`config.mk`:
```
export PLATFORM = sky130hd
export DESIGN_NAME = sprite_entry_tile_expander_flat
export DESIGN_NICKNAME = d
export VERILOG_FILES = /design/src/design/setx_pkg.sv /design/src/design/setx_entry_if.sv /design/src/design/setx_tile_if.sv /design/src/design/setx_entry_setup.sv /design/src/design/setx_tile_walker.sv /design/src/design/sprite_entry_tile_expander.sv /design/src/flat_wrapper.sv
export SDC_FILE = /design/constraint.sdc
export NUM_CORES = 1
export LEC_CHECK = 0
export BUFFER_PORTS_ARGS = -buffer_cell sky130_fd_sc_hd__buf_2
export CORE_UTILIZATION = 35
export CTS_BUF_LIST = sky130_fd_sc_hd__clkbuf_2 sky130_fd_sc_hd__clkbuf_4 sky130_fd_sc_hd__clkbuf_8
export DETAILED_ROUTE_END_ITERATION = 10
export PLACE_DENSITY_LB_ADDON = 0.12
export SLEW_MARGIN = 10
export SYNTH_ARGS = -nofsm -noshare
export SYNTH_HDL_FRONTEND = slang
export SYNTH_HIERARCHICAL = 1
export SYNTH_SLANG_ARGS = --single-unit
```
`constraint.sdc`:
```
create_clock -name clk -period 7.21 [get_ports clk]
set_input_delay 0.3605 -clock clk [delete_from_list [all_inputs] [get_ports clk]]
set_output_delay 0.3605 -clock clk [all_outputs]
set_load 0.1 [all_outputs]
```
`src/design/setx_pkg.sv`:
```
// Shared types and constants of the sprite entry tile expander.
// No dependencies; used by the entry setup, the tile walker and the top level.
package setx_pkg;

  localparam int CFG_INDEX_W = 1;
  localparam int CFG_DATA_W  = 1;

  localparam logic [CFG_INDEX_W-1:0] CFG_SCREEN_FLIP   = 1'd0;
  localparam logic [CFG_INDEX_W-1:0] CFG_SINGLE_COLUMN = 1'd1;

  localparam logic [15:0] COL_CODE_STEP = 16'd8;
  localparam logic [15:0] ROW_CODE_STEP = 16'd1;
  localparam logic [10:0] CELL_PIX      = 11'd16;
  localparam logic [10:0] X_ORIGIN      = 11'd256;
  localparam logic [10:0] Y_ORIGIN      = 11'd512;
  localparam logic [10:0] X_FLIP_ORIGIN = 11'd768;

  // Start values of one entry, handed from setup to the walker.
  typedef struct packed {
    logic [15:0]        code;
    logic [3:0]         color;
    logic signed [10:0] sx;
    logic signed [10:0] sy;
    logic               fx;
    logic               fy;
    logic [2:0]         col_last;
    logic [2:0]         row_last;
  } setup_t;

endpackage

```
`src/design/setx_entry_if.sv`:
```
// Input channel of the tile expander: one decoded sprite list entry per beat.
// Stands alone; no package needed.
interface setx_entry_if;
  logic       valid;
  logic       ready;
  logic       first_entry;
  logic [8:0] y_raw;
  logic [15:0] base_code;
  logic [3:0] color_code;
  logic [1:0] width_log2;
  logic [1:0] height_log2;
  logic       mirror_x;
  logic       mirror_y;
  logic [9:0] x_raw;

  modport source (output valid, first_entry, y_raw, base_code, color_code, width_log2,
                  height_log2, mirror_x, mirror_y, x_raw, input ready);
  modport sink   (input valid, first_entry, y_raw, base_code, color_code, width_log2,
                  height_log2, mirror_x, mirror_y, x_raw, output ready);
endinterface

```
`src/design/setx_tile_if.sv`:
```
// Output channel of the tile expander: one tile draw command per beat.
// Stands alone; no package needed.
interface setx_tile_if;
  logic              valid;
  logic              ready;
  logic [15:0]       tile_code;
  logic [3:0]        tile_color;
  logic signed [10:0] pos_x;
  logic signed [10:0] pos_y;
  logic              draw_flip_x;
  logic              draw_flip_y;
  logic              last_tile;

  modport source (output valid, tile_code, tile_color, pos_x, pos_y, draw_flip_x,
                  draw_flip_y, last_tile, input ready);
  modport sink   (input valid, tile_code, tile_color, pos_x, pos_y, draw_flip_x,
                  draw_flip_y, last_tile, output ready);
endinterface

```
`src/design/setx_entry_setup.sv`:
```
// Entry setup: sizes, start position, start code and final flips of one entry.
// Depends on setx_pkg.
module setx_entry_setup (
  input  logic                 screen_flip,
  input  logic                 single_column_mode,
  input  logic [8:0]           y_raw,
  input  logic [15:0]          base_code,
  input  logic [3:0]           color_code,
  input  logic [1:0]           width_log2,
  input  logic [1:0]           height_log2,
  input  logic                 mirror_x,
  input  logic                 mirror_y,
  input  logic [9:0]           x_raw,
  output setx_pkg::setup_t     setup
);

  logic [2:0]  w_last;
  logic [2:0]  h_last;
  logic [10:0] w_pix;
  logic [10:0] h_pix;
  logic [10:0] x_ext;
  logic [10:0] y_ext;
  logic        fx;
  logic        fy;

  always_comb begin
    w_last = single_column_mode ? 3'd0 : ~(3'b111 << width_log2);
    h_last = ~(3'b111 << height_log2);
    w_pix  = 11'({w_last, 4'b0000}) + setx_pkg::CELL_PIX;
    h_pix  = 11'({h_last, 4'b0000}) + setx_pkg::CELL_PIX;
    x_ext  = {1'b0, x_raw};
    y_ext  = {2'b00, y_raw};
    fx     = mirror_x ^ screen_flip;
    fy     = mirror_y ^ screen_flip;

    setup.color    = color_code;
    setup.fx       = fx;
    setup.fy       = fy;
    setup.col_last = w_last;
    setup.row_last = h_last;
    // Flipped screen: mirrored y folds back to the raw value.
    setup.sx = $signed(screen_flip ? (setx_pkg::X_FLIP_ORIGIN - w_pix - x_ext)
                                   : (x_ext - setx_pkg::X_ORIGIN));
    setup.sy = $signed(screen_flip ? y_ext : (setx_pkg::Y_ORIGIN - y_ext - h_pix));
    setup.code = base_code
               + (fx ? {10'd0, w_last, 3'b000} : 16'd0)
               + (fy ? {13'd0, h_last} : 16'd0);
  end

endmodule

```
`src/design/setx_tile_walker.sv`:
```
// Tile walker: steps column-major over the cells of one entry with separate
// code and position adders and holds each command in the output register.
// Depends on setx_pkg and setx_tile_if.
module setx_tile_walker (
  input  logic              clk,
  input  logic              rst,
  input  logic              load,
  input  setx_pkg::setup_t  setup,
  output logic              idle,
  setx_tile_if.source       tile_out
);

  typedef enum logic {IDLE, RUN} state_t;

  state_t             state;
  logic [2:0]         col;
  logic [2:0]         row;
  logic [2:0]         col_last;
  logic [2:0]         row_last;
  logic [15:0]        col_code;
  logic [15:0]        code;
  logic signed [10:0] px;
  logic signed [10:0] py;
  logic signed [10:0] sy;
  logic [3:0]         color;
  logic               fx;
  logic               fy;
  logic               slot_free;
  logic               col_done;
  logic               last;
  logic [15:0]        col_code_next;

  assign idle          = (state == IDLE);
  assign slot_free     = !tile_out.valid || tile_out.ready;
  assign col_done      = (row == row_last);
  assign last          = col_done && (col == col_last);
  assign col_code_next = fx ? (col_code - setx_pkg::COL_CODE_STEP)
                            : (col_code + setx_pkg::COL_CODE_STEP);

  always_ff @(posedge clk) begin
    if (rst) begin
      state          <= IDLE;
      tile_out.valid <= 1'b0;
    end else begin
      unique case (state)
        IDLE: begin
          // drop the last command of the previous entry once taken
          if (tile_out.ready) begin
            tile_out.valid <= 1'b0;
          end
          if (load) begin
            state    <= RUN;
            col      <= '0;
            row      <= '0;
            col_last <= setup.col_last;
            row_last <= setup.row_last;
            col_code <= setup.code;
            code     <= setup.code;
            px       <= setup.sx;
            py       <= setup.sy;
            sy       <= setup.sy;
            color    <= setup.color;
            fx       <= setup.fx;
            fy       <= setup.fy;
          end
        end
        RUN: begin
          if (slot_free) begin
            tile_out.valid       <= 1'b1;
            tile_out.tile_code   <= code;
            tile_out.tile_color  <= color;
            tile_out.pos_x       <= px;
            tile_out.pos_y       <= py;
            tile_out.draw_flip_x <= fx;
            tile_out.draw_flip_y <= fy;
            tile_out.last_tile   <= last;
            // advance down the column, or wrap to the top of the next one
            if (col_done) begin
              row      <= '0;
              col      <= col + 3'd1;
              px       <= px + $signed(setx_pkg::CELL_PIX);
              py       <= sy;
              col_code <= col_code_next;
              code     <= col_code_next;
            end else begin
              row  <= row + 3'd1;
              py   <= py + $signed(setx_pkg::CELL_PIX);
              code <= fy ? (code - setx_pkg::ROW_CODE_STEP)
                         : (code + setx_pkg::ROW_CODE_STEP);
            end
            if (last) begin
              state <= IDLE;
            end
          end
        end
        default: state <= IDLE;
      endcase
    end
  end

endmodule

```
`src/design/sprite_entry_tile_expander.sv`:
```
// Sprite list entry tile expander, top level.
// Depends on setx_pkg, setx_entry_if, setx_tile_if, setx_entry_setup, setx_tile_walker.
//
// entry_in takes one decoded sprite list entry per beat (valid/ready). tile_out
// gives the tile draw commands of that entry, column-major, one per beat,
// last_tile set on the final one. cfg_wr_en/cfg_index/cfg_data write the
// screen flip and single column registers; write them only while idle.
// An entry of w by h cells, 1 to 64 in all, is first loaded into the walker;
// the tile walker then gives one command per cycle while tile_out does not stall.
// The walker loads the entry in IDLE and puts the first command into the output
// register in RUN. Skipped entries are accepted and give nothing. entry_in.ready
// is low while the walker runs; the next entry is taken while the last command
// still waits in the output register. When tile_out stalls, the walker holds its
// command and count. Reset clears both registers, the skip count and the output valid.
module sprite_entry_tile_expander (
  input  logic                             clk,
  input  logic                             rst,
  input  logic                             cfg_wr_en,
  input  logic [setx_pkg::CFG_INDEX_W-1:0] cfg_index,
  input  logic [setx_pkg::CFG_DATA_W-1:0]  cfg_data,
  setx_entry_if.sink                       entry_in,
  setx_tile_if.source                      tile_out
);

  logic             screen_flip;
  logic             single_column_mode;
  logic [2:0]       entries_to_skip;
  logic             accept;
  logic             process;
  logic             walker_idle;
  setx_pkg::setup_t setup;

  assign entry_in.ready = walker_idle;
  assign accept  = entry_in.valid && entry_in.ready;
  assign process = entry_in.first_entry || single_column_mode || (entries_to_skip == 3'd0);

  always_ff @(posedge clk) begin
    if (rst) begin
      screen_flip        <= 1'b0;
      single_column_mode <= 1'b0;
      entries_to_skip    <= '0;
    end else begin
      if (cfg_wr_en) begin
        unique case (cfg_index)
          setx_pkg::CFG_SCREEN_FLIP:   screen_flip        <= cfg_data[0];
          setx_pkg::CFG_SINGLE_COLUMN: single_column_mode <= cfg_data[0];
          default: ;
        endcase
      end
      // a wide entry hides the next col_last entries
      if (accept) begin
        entries_to_skip <= process ? setup.col_last : (entries_to_skip - 3'd1);
      end
    end
  end

  setx_entry_setup u_setup (
    .screen_flip        (screen_flip),
    .single_column_mode (single_column_mode),
    .y_raw              (entry_in.y_raw),
    .base_code          (entry_in.base_code),
    .color_code         (entry_in.color_code),
    .width_log2         (entry_in.width_log2),
    .height_log2        (entry_in.height_log2),
    .mirror_x           (entry_in.mirror_x),
    .mirror_y           (entry_in.mirror_y),
    .x_raw              (entry_in.x_raw),
    .setup              (setup)
  );

  setx_tile_walker u_walker (
    .clk      (clk),
    .rst      (rst),
    .load     (accept && process),
    .setup    (setup),
    .idle     (walker_idle),
    .tile_out (tile_out)
  );

endmodule

```
`src/flat_wrapper.sv`:
```
// flat-port wrapper written by rule: the top's interface ports become plain ports
module sprite_entry_tile_expander_flat 
  (clk, rst, cfg_wr_en, cfg_index, cfg_data, entry_in_valid, entry_in_first_entry, entry_in_y_raw, entry_in_base_code, entry_in_color_code, entry_in_width_log2, entry_in_height_log2, entry_in_mirror_x, entry_in_mirror_y, entry_in_x_raw, entry_in_ready, tile_out_valid, tile_out_tile_code, tile_out_tile_color, tile_out_pos_x, tile_out_pos_y, tile_out_draw_flip_x, tile_out_draw_flip_y, tile_out_last_tile, tile_out_ready);
  setx_entry_if entry_in_i ();
  setx_tile_if tile_out_i ();
  input  logic clk;
  input  logic rst;
  input  logic cfg_wr_en;
  input  logic [setx_pkg::CFG_INDEX_W-1:0] cfg_index;
  input  logic [setx_pkg::CFG_DATA_W-1:0] cfg_data;
  input wire logic [$bits(entry_in_i.valid)-1:0] entry_in_valid;
  input wire logic [$bits(entry_in_i.first_entry)-1:0] entry_in_first_entry;
  input wire logic [$bits(entry_in_i.y_raw)-1:0] entry_in_y_raw;
  input wire logic [$bits(entry_in_i.base_code)-1:0] entry_in_base_code;
  input wire logic [$bits(entry_in_i.color_code)-1:0] entry_in_color_code;
  input wire logic [$bits(entry_in_i.width_log2)-1:0] entry_in_width_log2;
  input wire logic [$bits(entry_in_i.height_log2)-1:0] entry_in_height_log2;
  input wire logic [$bits(entry_in_i.mirror_x)-1:0] entry_in_mirror_x;
  input wire logic [$bits(entry_in_i.mirror_y)-1:0] entry_in_mirror_y;
  input wire logic [$bits(entry_in_i.x_raw)-1:0] entry_in_x_raw;
  output wire logic [$bits(entry_in_i.ready)-1:0] entry_in_ready;
  output wire logic [$bits(tile_out_i.valid)-1:0] tile_out_valid;
  output wire logic [$bits(tile_out_i.tile_code)-1:0] tile_out_tile_code;
  output wire logic [$bits(tile_out_i.tile_color)-1:0] tile_out_tile_color;
  output wire logic [$bits(tile_out_i.pos_x)-1:0] tile_out_pos_x;
  output wire logic [$bits(tile_out_i.pos_y)-1:0] tile_out_pos_y;
  output wire logic [$bits(tile_out_i.draw_flip_x)-1:0] tile_out_draw_flip_x;
  output wire logic [$bits(tile_out_i.draw_flip_y)-1:0] tile_out_draw_flip_y;
  output wire logic [$bits(tile_out_i.last_tile)-1:0] tile_out_last_tile;
  input wire logic [$bits(tile_out_i.ready)-1:0] tile_out_ready;
  assign entry_in_i.valid = entry_in_valid;
  assign entry_in_i.first_entry = entry_in_first_entry;
  assign entry_in_i.y_raw = entry_in_y_raw;
  assign entry_in_i.base_code = entry_in_base_code;
  assign entry_in_i.color_code = entry_in_color_code;
  assign entry_in_i.width_log2 = entry_in_width_log2;
  assign entry_in_i.height_log2 = entry_in_height_log2;
  assign entry_in_i.mirror_x = entry_in_mirror_x;
  assign entry_in_i.mirror_y = entry_in_mirror_y;
  assign entry_in_i.x_raw = entry_in_x_raw;
  assign entry_in_ready = entry_in_i.ready;
  assign tile_out_valid = tile_out_i.valid;
  assign tile_out_tile_code = tile_out_i.tile_code;
  assign tile_out_tile_color = tile_out_i.tile_color;
  assign tile_out_pos_x = tile_out_i.pos_x;
  assign tile_out_pos_y = tile_out_i.pos_y;
  assign tile_out_draw_flip_x = tile_out_i.draw_flip_x;
  assign tile_out_draw_flip_y = tile_out_i.draw_flip_y;
  assign tile_out_last_tile = tile_out_i.last_tile;
  assign tile_out_i.ready = tile_out_ready;
  sprite_entry_tile_expander u_core (.clk(clk), .rst(rst), .cfg_wr_en(cfg_wr_en), .cfg_index(cfg_index), .cfg_data(cfg_data), .entry_in(entry_in_i), .tile_out(tile_out_i));
endmodule
```
* Word level (Yosys, flattened, before mapping) *
Index checks and enable logic that the tools add are counted.

cells by class
  $add $sub $neg = 18
  equality and inequality tests = 6
  shifts and indexed selects = 2
  multiplexer cells = 37
  bitwise gates (word level) = 7
  reductions and logical operators = 15

operator list
  kind                   number
  $mux 16                7
  $mux 11                8
  $pmux 16 s2            2
  $pmux 11 s2            2
  $mux 3                 8
  $add 11x6->11 const B  2
  $add 16x1->16 const B  1
  $add 16x3->16          1
  $add 16x4->16 const B  1
  $add 16x6->16          1
  $add 7x5->8 const B    2
  $sub 16x1->16 const B  1
  $sub 16x4->16 const B  1
  $pmux 3 s2             2
  $sub 10x8->11 const A  1
  $sub 10x9->11 const A  1
  $sub 10x9->11 const B  1
  $sub 11x10->11         1
  $sub 11x8->11          1
  $reduce_and 3->1       3
  $add 3x1->3 const B    2
  $eq 3x3->1             2
  $mux 6                 1
  $not 3->3              2
  other kinds (14)       31

storage, ports and cells
  register bits = 135
  output and inout port bits = 47

* Depth between registers and ports, before layout *
  depth in word-level cells = 9
  gate-level depth with buffers = 13

* By module *
The synthesis kept the hierarchy.

modules (own cells, without submodules)
  module                      instances  cells an instance  area an instance (µm²)  sequential area each (µm²)
  setx_tile_walker            1          471                6185.9                  3883.7
  setx_entry_setup            1          223                1577.8                  0.0
  sprite_entry_tile_expander  1          29                 260.2                   100.1

* Least setup slack after synthesis *
No wires, ideal clock.

  path kind = reg-to-reg
  start point = reg u_core.u_walker.state
  end point = reg u_core.u_walker.tile_out.draw_flip_x, enable pin
  library setup time = 0.503 ns
  arrival time = 4.854 ns
  data required time = 6.707 ns
  setup slack = 1.852 ns
  cell stages (with the launch flop) = 6
  period minus slack after synthesis = 5.358 ns
  cells stage by stage = dfxtp_1 > clkbuf_1 > inv_1 > clkbuf_1 > buf_1 > nor3_1

on the way
  word-level cells in the longest chain between the ends = 1

ends and longest elaborated chain
  what                        RTL line                text
  from (decl)                 setx_tile_walker.sv:15  state_t state;
  from (signal assigned)      setx_tile_walker.sv:42  state <= IDLE;
  from (signal assigned)      setx_tile_walker.sv:52  state <= RUN;
  from (signal assigned)      setx_tile_walker.sv:92  state <= IDLE;
  $reduce_and 3->1 (no line)  n/a
  to (signal assigned)        setx_tile_walker.sv:74  tile_out.draw_flip_x <= fx;
  to (decl)                   setx_tile_if.sv:14      modport source (output valid, tile_code, tile_color, pos_x, pos_y, draw_flip_x,

Every way passes these cells.
A chain may end at the register's enable or synchronous reset.

==> run summary <==
EDFF count, synth = 128
status = finished, final reports clean
period utilization = 47.05%
layout net count = 944
async set-or-reset flop fraction in the synthesized netlist = 0%
count of pins over their slew limit = 0
flop-to-flop setup slack = 3.82 ns
core box area = 0.02257 mm2
Crit Path Max Fanout = 31
DP HPWL = 13,940 um
ANT cells = 0
synth warn = 6
top sig layer = met4
switch share = 34.94%
net switching power = 0.7874 mW
most frequent cells in the layout = 128 x edfxtp_1, 99 x buf_2, 67 x ha_1
hold-fix buffers at CTS = 0
final WL = 19,110 um
max_slew headroom = 31.83%
Ports = 100
Die ar. = 0.02353 mm2
reg2reg path depth = 13
clk slew on worst S/H paths = 0.09 ns
sequential-to-total area share from yosys stat = 49.65%
Required @ worst endpoint = 7.41 ns
largest net degree at the start of global routing = 63
Area growth syn-to-layout = 14.70%
clock skew = 0.01139 ns
H-tree levels = 4
TritonCTS Buffers = 17
Worst Setup Start Kind = flip-flop
pwr/cell area = 244.9 mW/mm2
Post-DRT Antenna Nets = 0
Clk pwr share = 28.3%
post-route minimum period = 3.393 ns
Mapped Cells = 723
Final Util = 40.78%
RSZ-0062 raised after global routing = no
RePlAce Congestion = 0.8355
worst IR drop on VDD = 0.0001232 V
first-pass GRT wire length = 30,590 um
CP Data Arrival Time = 3.59 ns
Reg power frac = 43.8%
Synth Register Bits = 135
most common cell after layout, fill and taps aside = edfxtp_1
die width = 153.4 um
initial core utilization = 35.55%
Post-Synthesis Cell Area = 0.008024 mm2
detailed-route via count = 5,716
vias in the first global route = 5,787
layout cell share with drive strength beyond 1 = 20.86%
most common flop cell mapped by yosys = edfxtp_1
Setup crit end kind = flip-flop
initial antenna violation count = 0
Via-to-Cell Ratio = 5.108
CTS root buffer = clkbuf_8
WHS Endpoint = u_core/u_walker/color[2]$_DFFE_PP_
Setup CP Type = reg -> reg
internal power = 1.466 mW
syn nets = 846
aggregate global routing overflow = 0
DRC viols = 0
syn avg cell area = 11.10 um2
TritonCTS clock tree = done
Hold Fails Final Rpt = 0
HP Class = in -> reg
Max-Cap Viols = 0
IO Port Bufs = 99
post-cts resize count = 0
DRT Pass-1 Iters = 4
Setup TNS Final = 0 ns
met1 wire length = 9073 um
Met3 Routed Length = 646 um
row count = 55
R2R Path Start = u_core/screen_flip$_SDFFE_PP0P_
Comb pwr share = 27.9%
cell taking the most area after synthesis = edfxtp_1
synth top area cells = edfxtp_1 48%, ha_1 10%, xnor2_1 4.7%
met2 wire length = 9089 um
hold depth = 1
chip height = 153.4 um
Synth cell types = 67
clk sink count = 135
post-synth top area share = 47.90%
WL/cell = 17.08 um
All-Layer GR Usage = 16.85%
postcts setup bufs = 0
Final setup violation count = 0
Worst Tran Pin Value = 1.023 ns
Leak = 3.704 nW
worst r2r dst = u_core/u_walker/code[8]$_DFFE_PP_
clock buffer depth = 2
f_max = 294.8 MHz
Hold Startpoint = entry_in_color_code[2]
latest clock arrival within the worst-skew pair = 0.45 ns
Initial DRC Count = 330
logic make-up (layout without fill, tap and decap cells):
family | count (synthesis) | in the layout | synth area share (%)
AO/OA/AOI/OAI | 159 | 159 | 12.99
XOR/XNOR | 65 | 65 | 7.095
adder cells (fa/ha/maj) | 70 | 70 | 11.20
buffers and inverters | 73 | 184 | 3.883
flip-flops | 135 | 135 | 49.65
multiplexers | 25 | 25 | 3.415
AND/OR/NAND/NOR | 196 | 196 | 11.77
area by class of cell:
cell class / instances / area, um2
clock buffers: 17 / 234.0
clock inverters: 15 / 156.4
flip-flops and latches: 135 / 3985
inverters: 45 / 168.9
repair buffers: 107 / 555.5
fillers: 2222 / 13370
well taps: 285 / 356.6
multi-input cells: 515 / 3747
sequential cells by signal (all words and copies together), names as in the netlist, 4 cells and up:
| signal | count |
|---|---|
| u_core/u_walker/col_code | 16 |
| u_core/u_walker/py | 11 |
| u_core/u_walker/tile_out.pos_x | 11 |
| u_core/u_walker/code | 16 |
| u_core/u_walker/color | 4 |
| u_core/u_walker/px | 11 |
| u_core/u_walker/tile_out.tile_code | 16 |
| u_core/u_walker/tile_out.tile_color | 4 |
| u_core/u_walker/sy | 11 |
| u_core/u_walker/tile_out.pos_y | 11 |
critical path, stage by stage (launching register included):
cell and delay (ns):
dfxtp_1 0.38, buf_4 0.33, xor2_1 0.27, and2_1 0.18, ha_1 0.21, inv_1 0.07, fa_1 0.39, nor2b_1 0.17
o31a_1 0.19, o21bai_1 0.18, nor2_1 0.15, xor2_1 0.07, nor2b_1 0.14, o32a_1 0.39
metrics by stage:
step | setup WS [ns] | instances | power, mW | instance area [um2] | hold WS [ns]
after global placement | 3.965 | 1087 | 1.620 | 8813 | 0.4012
after detailed placement | 3.840 | 1087 | 1.633 | 8813 | 0.4062
after global routing | 3.521 | 1119 | 2.383 | 9204 | 0.04809
after CTS | 3.815 | 1119 | 2.277 | 9204 | 0.04769
final | 3.817 | 1119 | 2.254 | 9204 | 0.08098
after floorplan | 1.853 | 723 | 1.477 | 8024 | 0.4003
Yosys cell counts (all sizes together), types with 7 or more instances:
| cell type | n |
|---|---|
| xnor2 | 43 |
| mux2i | 9 |
| a21o | 16 |
| mux2 | 16 |
| and3 | 11 |
| edfxtp | 128 |
| clkbuf | 13 |
| a211oi | 8 |
| a21oi | 45 |
| dfxtp | 7 |
| nand2 | 65 |
| nor3 | 8 |
| xor2 | 22 |
| a31oi | 7 |
| buf | 15 |
| ha | 67 |
| inv | 45 |
| o21ai | 41 |
| nor2 | 47 |
| nor2b | 18 |
| nand3 | 16 |
how the worst max path moves through the flow:
stage | startpoint | to | slack (ns) | cells past startpoint
after detailed placement | u_core/screen_flip$_SDFFE_PP0P_ | u_core/u_walker/code[8]$_DFFE_PP_ | 3.84 | 13
after floorplan | u_core/u_walker/state$_SDFF_PP0_ | u_core/u_walker/tile_out.draw_flip_x$_DFFE_PP_ | 1.85 | 5
final | u_core/screen_flip$_SDFFE_PP0P_ | u_core/u_walker/code[8]$_DFFE_PP_ | 3.82 | 13
after global placement | u_core/screen_flip$_SDFFE_PP0P_ | u_core/u_walker/code[8]$_DFFE_PP_ | 3.96 | 13
after global routing | u_core/screen_flip$_SDFFE_PP0P_ | u_core/u_walker/code[8]$_DFFE_PP_ | 3.52 | 13
after CTS | u_core/screen_flip$_SDFFE_PP0P_ | u_core/u_walker/code[8]$_DFFE_PP_ | 3.81 | 13
power groups by stage:
stage	clock network [mW]	logic, mW	registers, mW
floorplan	0	0.392	1.09
global placement	0	0.614	1.01
detailed placement	0	0.625	1.01
CTS	0.658	0.629	0.989
global route	0.695	0.693	0.996
finish	0.638	0.628	0.988
layer usage:
layer | global-route usage, % | vias up
met2 | 27.96 | 119
li1 | - | 2838
met4 | 5.714 | 0
met3 | 2.694 | 18
met5 | 0 | -
met1 | 22.35 | 2741
Note: power is estimated with default switching activity, not from simulation.
